[config.mk]
export PLATFORM = sky130hd
export DESIGN_NAME = eye_aspect_ratio_blink_detector_top
export DESIGN_NICKNAME = d
export VERILOG_FILES = /design/src/rtl/core/earbd_pkg.sv /design/src/rtl/core/eye_aspect_ratio_blink_detector_top.sv /design/src/rtl/core/earbd_ctrl.sv /design/src/rtl/core/earbd_dp.sv
export SDC_FILE = /design/constraint.sdc
export NUM_CORES = 2
export LEC_CHECK = 0
export ABC_AREA = 1
export CAP_MARGIN = 40
export CORE_UTILIZATION = 30
export DETAILED_ROUTE_END_ITERATION = 6
export DONT_BUFFER_PORTS = 1
export SYNTH_ARGS = -nofsm -noshare
export SYNTH_HDL_FRONTEND = slang
export SYNTH_HIERARCHICAL = 1
export SYNTH_SLANG_ARGS = --single-unit
[constraint.sdc]
create_clock -name aclk -period 9.8 [get_ports aclk]
set_input_delay 1.96 -clock aclk [delete_from_list [all_inputs] [get_ports aclk]]
set_output_delay 1.96 -clock aclk [all_outputs]
set_load 0.03 [all_outputs]
[src/rtl/core/earbd_pkg.sv]
// ----------------------------------------------------------------------------
// earbd_pkg
// shared types and constants of the eye aspect ratio blink detector
// ----------------------------------------------------------------------------
`default_nettype none

package earbd_pkg;

    // configuration register indexes
    localparam logic [7:0] REG_EAR_THRESHOLD = 8'd0;
    localparam logic [7:0] REG_MIN_FRAMES    = 8'd1;

    localparam logic [15:0] EAR_THRESHOLD_RESET = 16'd655;
    localparam logic [7:0]  MIN_FRAMES_RESET    = 8'd10;
    localparam int          FRAME_INDEX_BITS_DEFAULT = 16;

    localparam int NUM_ROLES  = 12;
    localparam int ROOT_STEPS = 17;   // 34-bit radicand, two bits a step
    localparam int DIV_STEPS  = 30;   // 30-bit dividend, one bit a step

    typedef enum logic [3:0] {
        ST_IDLE,
        ST_READ,
        ST_SQUARE,
        ST_SUM,
        ST_ROOT,
        ST_SAVE,
        ST_DIV_INIT,
        ST_DIVIDE,
        ST_EYE,
        ST_EMIT
    } earbd_state_t;

    typedef struct packed {
        logic       wr;          // store the accepted landmark
        logic       seq_clr;     // restart the sequence
        logic       rd;          // read one landmark pair
        logic       sq;          // square the differences
        logic       root_init;   // load radicand
        logic       root_step;   // one root digit
        logic       dist_save;   // keep the finished distance
        logic       div_init;    // load dividend and divisor
        logic       div_step;    // one quotient bit
        logic       eye_save;    // keep the eye ratio
        logic       emit;        // load the result word
        logic       eye;         // 0 left, 1 right
        logic [1:0] slot;        // 0 v1, 1 v2, 2 width
    } earbd_cmd_t;

    typedef struct packed {
        logic out_free;
    } earbd_status_t;

endpackage

`default_nettype wire

[src/rtl/core/eye_aspect_ratio_blink_detector_top.sv]
// ----------------------------------------------------------------------------
// eye_aspect_ratio_blink_detector_top
// per-frame eye aspect ratio with closed-eye and blink flags
// ----------------------------------------------------------------------------
// Landmarks come in one word per point, tagged by role (0-5 left eye, 6-11
// right eye; other roles are ignored but a frame end still acts). A word
// with tlast closes the frame: the six distances are formed one at a time
// (read pair, square, 17-step bit-serial root), each eye's ratio through a
// 30-step restoring divider, and one result word is produced. A landmark
// word is taken while the block is idle. After a frame-end word is taken
// s_tready stays low through the read, square, sum, root and save of each
// distance, three per eye, the divide and save of each eye's ratio, and the
// load of the result. The shared root and divide units set this wait, and it
// grows while a previous result still waits in the output register. Once
// the result is loaded, input flows again while the result waits. The
// frame counter saturates at 2^FRAME_INDEX_BITS-1; start_of_sequence clears
// it and the first-blink history before the same word's frame is scored.
// Configuration writes are always taken and should only be made when idle.
// ----------------------------------------------------------------------------
`default_nettype none

module eye_aspect_ratio_blink_detector_top
    import earbd_pkg::*;
#(
    parameter int FRAME_INDEX_BITS = FRAME_INDEX_BITS_DEFAULT
) (
    input  wire logic        aclk,
    input  wire logic        aresetn,
    // landmark words
    input  wire logic        s_tvalid,
    output logic             s_tready,
    input  wire logic [31:0] s_tdata,   // coord_x, coord_y
    input  wire logic [4:0]  s_tuser,   // point_role, start_of_sequence
    input  wire logic        s_tlast,   // end_of_frame
    // result words
    output logic             m_tvalid,
    input  wire logic        m_tready,
    output logic [55:0]      m_tdata,   // ear_value, eyes_closed, blink_hit,
                                        // first_blink, frame_number,
                                        // blink_start, zero pad
    // register writes
    input  wire logic        cfg_valid,
    output logic             cfg_ready,
    input  wire logic [7:0]  cfg_index,
    input  wire logic [15:0] cfg_data
);

    earbd_cmd_t    cmd;
    earbd_status_t status;

    assign cfg_ready = 1'b1;

    // sequencer
    earbd_ctrl u_ctrl (
        .aclk     (aclk),
        .aresetn  (aresetn),
        .s_tvalid (s_tvalid),
        .s_tready (s_tready),
        .s_tlast  (s_tlast),
        .s_tuser  (s_tuser),
        .cmd      (cmd),
        .status   (status)
    );

    // arithmetic and storage
    earbd_dp #(
        .FRAME_INDEX_BITS (FRAME_INDEX_BITS)
    ) u_dp (
        .aclk      (aclk),
        .aresetn   (aresetn),
        .cmd       (cmd),
        .status    (status),
        .s_tdata   (s_tdata),
        .s_tuser   (s_tuser),
        .cfg_valid (cfg_valid),
        .cfg_index (cfg_index),
        .cfg_data  (cfg_data),
        .m_tvalid  (m_tvalid),
        .m_tready  (m_tready),
        .m_tdata   (m_tdata)
    );

endmodule

`default_nettype wire

[src/rtl/core/earbd_ctrl.sv]
// ----------------------------------------------------------------------------
// earbd_ctrl
// sequencer stepping the datapath through distances, roots and divisions
// ----------------------------------------------------------------------------
`default_nettype none

module earbd_ctrl
    import earbd_pkg::*;
(
    input  wire logic          aclk,
    input  wire logic          aresetn,
    input  wire logic          s_tvalid,
    output logic               s_tready,
    input  wire logic          s_tlast,
    input  wire logic [4:0]    s_tuser,
    output earbd_cmd_t         cmd,
    input  wire earbd_status_t status
);

    earbd_state_t state_reg, state_next;
    logic         eye_reg, eye_next;
    logic [1:0]   slot_reg, slot_next;
    logic [4:0]   cnt_reg, cnt_next;
    logic         accept;

    always_ff @(posedge aclk) begin
        if (!aresetn) begin
            state_reg <= ST_IDLE;
            eye_reg   <= 1'b0;
            slot_reg  <= 2'd0;
            cnt_reg   <= 5'd0;
        end else begin
            state_reg <= state_next;
            eye_reg   <= eye_next;
            slot_reg  <= slot_next;
            cnt_reg   <= cnt_next;
        end
    end

    always_comb begin
        state_next = state_reg;
        eye_next   = eye_reg;
        slot_next  = slot_reg;
        cnt_next   = cnt_reg;
        cmd        = '0;
        cmd.eye    = eye_reg;
        cmd.slot   = slot_reg;
        s_tready   = (state_reg == ST_IDLE);
        accept     = s_tvalid && s_tready;
        unique case (state_reg)
            ST_IDLE: begin
                if (accept) begin
                    cmd.wr      = (s_tuser[3:0] < 4'(NUM_ROLES));
                    cmd.seq_clr = s_tuser[4];
                    if (s_tlast) begin
                        eye_next   = 1'b0;
                        slot_next  = 2'd0;
                        state_next = ST_READ;
                    end
                end
            end
            ST_READ: begin
                cmd.rd     = 1'b1;
                state_next = ST_SQUARE;
            end
            ST_SQUARE: begin
                cmd.sq     = 1'b1;
                state_next = ST_SUM;
            end
            ST_SUM: begin
                cmd.root_init = 1'b1;
                cnt_next      = 5'd0;
                state_next    = ST_ROOT;
            end
            ST_ROOT: begin
                cmd.root_step = 1'b1;
                cnt_next      = cnt_reg + 5'd1;
                if (cnt_reg == 5'(ROOT_STEPS - 1)) begin
                    state_next = ST_SAVE;
                end
            end
            ST_SAVE: begin
                cmd.dist_save = 1'b1;
                if (slot_reg == 2'd2) begin
                    state_next = ST_DIV_INIT;
                end else begin
                    slot_next  = slot_reg + 2'd1;
                    state_next = ST_READ;
                end
            end
            ST_DIV_INIT: begin
                cmd.div_init = 1'b1;
                cnt_next     = 5'd0;
                state_next   = ST_DIVIDE;
            end
            ST_DIVIDE: begin
                cmd.div_step = 1'b1;
                cnt_next     = cnt_reg + 5'd1;
                if (cnt_reg == 5'(DIV_STEPS - 1)) begin
                    state_next = ST_EYE;
                end
            end
            ST_EYE: begin
                cmd.eye_save = 1'b1;
                if (eye_reg) begin
                    state_next = ST_EMIT;
                end else begin
                    eye_next   = 1'b1;
                    slot_next  = 2'd0;
                    state_next = ST_READ;
                end
            end
            ST_EMIT: begin
                if (status.out_free) begin
                    cmd.emit   = 1'b1;
                    state_next = ST_IDLE;
                end
            end
            default: begin
                state_next = ST_IDLE;
            end
        endcase
    end

endmodule

`default_nettype wire

[src/rtl/core/earbd_dp.sv]
// ----------------------------------------------------------------------------
// earbd_dp
// landmark store, distance, root, divide and result registers
// ----------------------------------------------------------------------------
`default_nettype none

module earbd_dp
    import earbd_pkg::*;
#(
    parameter int FRAME_INDEX_BITS = FRAME_INDEX_BITS_DEFAULT
) (
    input  wire logic          aclk,
    input  wire logic          aresetn,
    input  wire earbd_cmd_t    cmd,
    output earbd_status_t      status,
    input  wire logic [31:0]   s_tdata,
    input  wire logic [4:0]    s_tuser,
    input  wire logic          cfg_valid,
    input  wire logic [7:0]    cfg_index,
    input  wire logic [15:0]   cfg_data,
    output logic               m_tvalid,
    input  wire logic          m_tready,
    output logic [55:0]        m_tdata
);

    localparam int CW = FRAME_INDEX_BITS;

    logic [31:0] store_mem [NUM_ROLES];
    logic [31:0] rda_reg, rdb_reg;
    logic [3:0]  addr_a;

    logic [32:0] sqx_reg, sqy_reg;
    logic [33:0] rad_reg;
    logic [19:0] rem_reg;
    logic [16:0] root_reg;
    logic [16:0] v1_reg, v2_reg, h_reg;
    logic [29:0] num_reg, quo_reg;
    logic [17:0] den_reg;
    logic [18:0] drem_reg;
    logic [15:0] ear_l_reg, ear_r_reg;

    logic [15:0]   thr_reg;
    logic [7:0]    minf_reg;
    logic [CW-1:0] count_reg;
    logic          hit_seen_reg;
    logic          m_tvalid_reg;
    logic [55:0]   m_tdata_reg;

    logic signed [16:0] dx, dy;
    logic signed [33:0] px, py;
    logic [19:0] rem_sh, trial;
    logic [19:0] dtrial;
    logic [17:0] vsum;
    logic [15:0] eye_ear;
    logic [16:0] ear_sum;
    logic [15:0] ear, fnum, bstart;
    logic        closed, hit, first;

    // landmark store, x high half and y low half
    assign addr_a = (cmd.eye ? 4'd6 : 4'd0) + {1'b0, cmd.slot, 1'b0};

    always_ff @(posedge aclk) begin
        if (cmd.wr) begin
            store_mem[s_tuser[3:0]] <= {s_tdata[15:0], s_tdata[31:16]};
        end
        if (cmd.rd) begin
            rda_reg <= store_mem[addr_a];
            rdb_reg <= store_mem[addr_a + 4'd1];
        end
    end

    assign dx = signed'({1'b0, rda_reg[31:16]}) - signed'({1'b0, rdb_reg[31:16]});
    assign dy = signed'({1'b0, rda_reg[15:0]}) - signed'({1'b0, rdb_reg[15:0]});
    assign px = dx * dx;
    assign py = dy * dy;

    // restoring square root, two radicand bits a step
    assign rem_sh = {rem_reg[17:0], rad_reg[33:32]};
    assign trial  = {1'b0, root_reg, 2'b01};

    // restoring divide, one quotient bit a step
    assign dtrial = {drem_reg, num_reg[29]};
    assign vsum   = {1'b0, v1_reg} + {1'b0, v2_reg};

    always_comb begin
        if (h_reg == 17'd0 || quo_reg[29:16] != 14'd0) begin
            eye_ear = 16'hFFFF;
        end else begin
            eye_ear = quo_reg[15:0];
        end
    end

    always_ff @(posedge aclk) begin
        if (cmd.sq) begin
            sqx_reg <= px[32:0];
            sqy_reg <= py[32:0];
        end
        if (cmd.root_init) begin
            rad_reg  <= {1'b0, sqx_reg} + {1'b0, sqy_reg};
            rem_reg  <= '0;
            root_reg <= '0;
        end else if (cmd.root_step) begin
            rad_reg <= {rad_reg[31:0], 2'b00};
            if (rem_sh >= trial) begin
                rem_reg  <= rem_sh - trial;
                root_reg <= {root_reg[15:0], 1'b1};
            end else begin
                rem_reg  <= rem_sh;
                root_reg <= {root_reg[15:0], 1'b0};
            end
        end
        if (cmd.dist_save) begin
            unique case (cmd.slot)
                2'd0:    v1_reg <= root_reg;
                2'd1:    v2_reg <= root_reg;
                default: h_reg  <= root_reg;
            endcase
        end
        if (cmd.div_init) begin
            num_reg  <= {vsum, 12'd0};
            den_reg  <= {h_reg, 1'b0};
            drem_reg <= '0;
            quo_reg  <= '0;
        end else if (cmd.div_step) begin
            num_reg <= {num_reg[28:0], 1'b0};
            if (dtrial >= {2'b00, den_reg}) begin
                drem_reg <= 19'(dtrial - {2'b00, den_reg});
                quo_reg  <= {quo_reg[28:0], 1'b1};
            end else begin
                drem_reg <= dtrial[18:0];
                quo_reg  <= {quo_reg[28:0], 1'b0};
            end
        end
        if (cmd.eye_save) begin
            if (cmd.eye) begin
                ear_r_reg <= eye_ear;
            end else begin
                ear_l_reg <= eye_ear;
            end
        end
    end

    // frame result
    assign ear_sum = {1'b0, ear_l_reg} + {1'b0, ear_r_reg};
    assign ear     = ear_sum[16:1];
    assign fnum    = (32'(count_reg) > 32'd65535) ? 16'hFFFF : 16'(count_reg);
    assign closed  = (ear <= thr_reg);
    assign hit     = (ear < thr_reg) && (32'(count_reg) > 32'(minf_reg));
    assign first   = hit && !hit_seen_reg;
    assign bstart  = hit ? (fnum - {8'd0, minf_reg}) : 16'd0;

    always_ff @(posedge aclk) begin
        if (!aresetn) begin
            thr_reg      <= EAR_THRESHOLD_RESET;
            minf_reg     <= MIN_FRAMES_RESET;
            count_reg    <= '0;
            hit_seen_reg <= 1'b0;
            m_tvalid_reg <= 1'b0;
        end else begin
            if (cfg_valid && cfg_index == REG_EAR_THRESHOLD) begin
                thr_reg <= cfg_data;
            end
            if (cfg_valid && cfg_index == REG_MIN_FRAMES) begin
                minf_reg <= cfg_data[7:0];
            end
            if (cmd.seq_clr) begin
                count_reg    <= '0;
                hit_seen_reg <= 1'b0;
            end else if (cmd.emit) begin
                if (count_reg != {CW{1'b1}}) begin
                    count_reg <= count_reg + CW'(1);
                end
                if (hit) begin
                    hit_seen_reg <= 1'b1;
                end
            end
            if (cmd.emit) begin
                m_tvalid_reg <= 1'b1;
            end else if (m_tready) begin
                m_tvalid_reg <= 1'b0;
            end
        end
    end

    always_ff @(posedge aclk) begin
        if (cmd.emit) begin
            m_tdata_reg <= {5'd0, bstart, fnum, first, hit, closed, ear};
        end
    end

    assign status.out_free = !m_tvalid_reg || m_tready;
    assign m_tvalid = m_tvalid_reg;
    assign m_tdata  = m_tdata_reg;

endmodule

`default_nettype wire

==> flow_metrics.tcl <==
set metrics [dict create \
    max_stage_delay_ps 650 \
    wl_met2_um 65800 \
    hp-start "u_dp/h_reg[1]" \
    rsz0062_at_grt "false" \
    status "completed" \
    drt_iter0_drc 3060 \
    min_to "u_dp/den_reg[2]" \
    hold_path.class "flip-flop to flip-flop" \
    hold_violations 0 \
    routedWlPerCell_um 15.9 \
    setup_violations 0 \
    endpoint_kind "flip-flop" \
    synth.area.top_cells "edfxtp_1 36%, fa_1 18%, nand2_1 7.7%" \
    grt_first_pass_wirelength_um 225000 \
    die-area_mm2 0.199 \
    finalCriticalPeriod_ps 8010 \
    dp_hpwl_um 105000 \
    rr_endpoint "u_dp/sqy_reg[29]" \
    portBuffers 0 \
    ys_seq_elements 853 \
    area_delta_synth_final_pct 10.5 \
    fin_util_pct 33.4 \
    largest_register_ffs 384 \
    drive_above_1_share_pct 4.86 \
    grt_pass1_vias 42032 \
    antenna_found_initial 3 \
    clock-skew-final_ps 38.2 \
    syn-cell-area_mm2 0.0591 \
    arrival_ps 8450 \
    cts_inserted_buffers 92 \
    synth_seq_area_share_pct 41.0 \
    cts_hold_buf 0 \
    vias 41482 \
    cts_buffer_depth 3 \
    fin_crit_sh_pct 81.7 \
    io_pins 126 \
    grt_max_degree 91 \
    synth_cells 6171 \
    synth_cell_types 59 \
    nNetsFinal 7085 \
    synth_top_area_share_pct 36.3 \
    ant_nets 0 \
    root_buffer "clkbuf_16" \
    r2r-start "u_dp/rda_reg[0]" \
    timing.setup.tns_ps 0 \
    cts.sinks 853 \
    tritoncts "yes" \
    routedLengthMet1_um 63000 \
    syn_avg_cell_area_um2 9.58 \
    synth_top_cell_by_area "edfxtp_1" \
    wl_met3_um 8760 \
    crit_path_top_delay_cell "nand2_1" \
    path_clk_slew_ps 60 \
    critPathMaxFanout 18 \
    slew_headroom_pct 39.8 \
    synth_edf_count 715 \
    slew_violations 0 \
    worst_pin_slew_ps 903 \
    htree_levels 3 \
    grt_overflow 0 \
    viasPerCell 4.68 \
    routed_wl_um 141000 \
    die_w_um 446 \
    cts_resized 0 \
    yosysWarnings 6 \
    startpoint_type "flip-flop" \
    insertion_delay_ps 720 \
    fmax_ghz 0.125 \
    firstDrtPassIters 7 \
    die_height_um 446 \
    r2r_setup_slack_ps 1790 \
    core_area_mm2 0.195 \
    yosysMostFrequentCell "nand2_1" \
    synth_common_cells "1,211 x nand2_1, 1,130 x inv_1, 715 x edfxtp_1" \
    gp_congestion 0.912 \
    start_util_pct 30.3 \
    gr-usage-all-layers_pct 14.1 \
    maxCapViolations 0 \
    timing.critical_path.mode_cell "fa_1" \
    synthArstFlopShare_pct 0 \
    crit_type "flip-flop to flip-flop" \
    required_ps 10240 \
    holdPathStages 0 \
    post_cts_buffers 0 \
    route.detailed.drc 0 \
    synth_flop_cell "edfxtp_1" \
    r2r_cells 27 \
    routed.top_layer "met5" \
    rows 162 \
]
## worst max-delay path by stage
stage                              endpoint             start  slack, ps  depth (start not counted)
after detailed placement   u_dp/sqy_reg[29]   u_dp/rda_reg[0]       1850                         27
after global placement     u_dp/sqy_reg[29]   u_dp/rdb_reg[0]       1840                         26
after global routing       u_dp/sqx_reg[32]  u_dp/rdb_reg[16]       1220                         30
after CTS                  u_dp/sqy_reg[29]   u_dp/rda_reg[0]       1830                         27
final                      u_dp/sqy_reg[29]   u_dp/rda_reg[0]       1790                         27
after floorplan           u_dp/count_reg[4]          m_tready       1220                         10
## critical path: cells and delay by family, from the launching register on
family	cells	cell delay (ps)
flops	1	330
buf+inv	6	1050
simple gates	12	2350
fa+ha+maj	9	3990
## through the flow
stage	worst slack (ps)	instance area, µm²	hold WS, ps	cells
floorplan	1220	59200	403	6175
global placement	1840	62200	434	8684
detailed placement	1850	62400	438	8693
CTS	1830	65300	440	8859
global route	1220	65300	457	8860
finish	1790	65300	444	8860
## metal layers
layer  up-vias  global-route usage, %
li1      20055                      -
met1     20199                   18.5
met2      1039                   23.6
met3       187                   2.89
met4         2                   3.36
met5         -                      0
## cells by family (layout without fill, tap and decap cells)
group	count (synthesis)	after routing	share of synthesized area, %
buffers and inverters	1320	1380	8.56
DFF	853	853	41.0
other	2	7	0.0127
xor gates and xnor gates	141	141	2.23
and+or+nand+nor	2161	2161	15.1
adders and majority gates	855	855	24.8
AOI/OAI and AO/OA	839	839	8.31
## area by class of cell
class                      count  area (µm²)
antenna                        1        2.50
clock buffer                 111        2380
clock inverter                55         563
fill                       19956      130000
inverter                    1161        4370
multi-input combinational   4002       30000
sequential                   853       24200
tap                         2624        3280
timing repair buffer          53         514
## cells in the final DEF, fill, tap and decap left out, drive strengths merged, types with 2 or more instances in the layout
cell type	instances
xor2	88
a21o	24
conb	6
o31ai	4
a31oi	13
o21ai	241
nand3	235
bufinv	4
o211ai	13
o22ai	110
clkbuf	111
nor3	64
nand4	53
o311ai	2
edfxtp	715
xnor2	53
inv	1171
nor3b	6
nor4	21
clkinvlp	4
clkinv	37
and3	2
o21bai	16
buf	53
and2	2
a32o	65
nor2	521
dfxtp	138
or2	16
a211oi	3
nand2	1228
ha	328
nand3b	12
a21oi	329
fa	527
o21a	6
a21boi	11
Power is left out: the tool's default activity adds up to more than one toggle a clock period on the data nets, which glitch-free logic cannot reach.
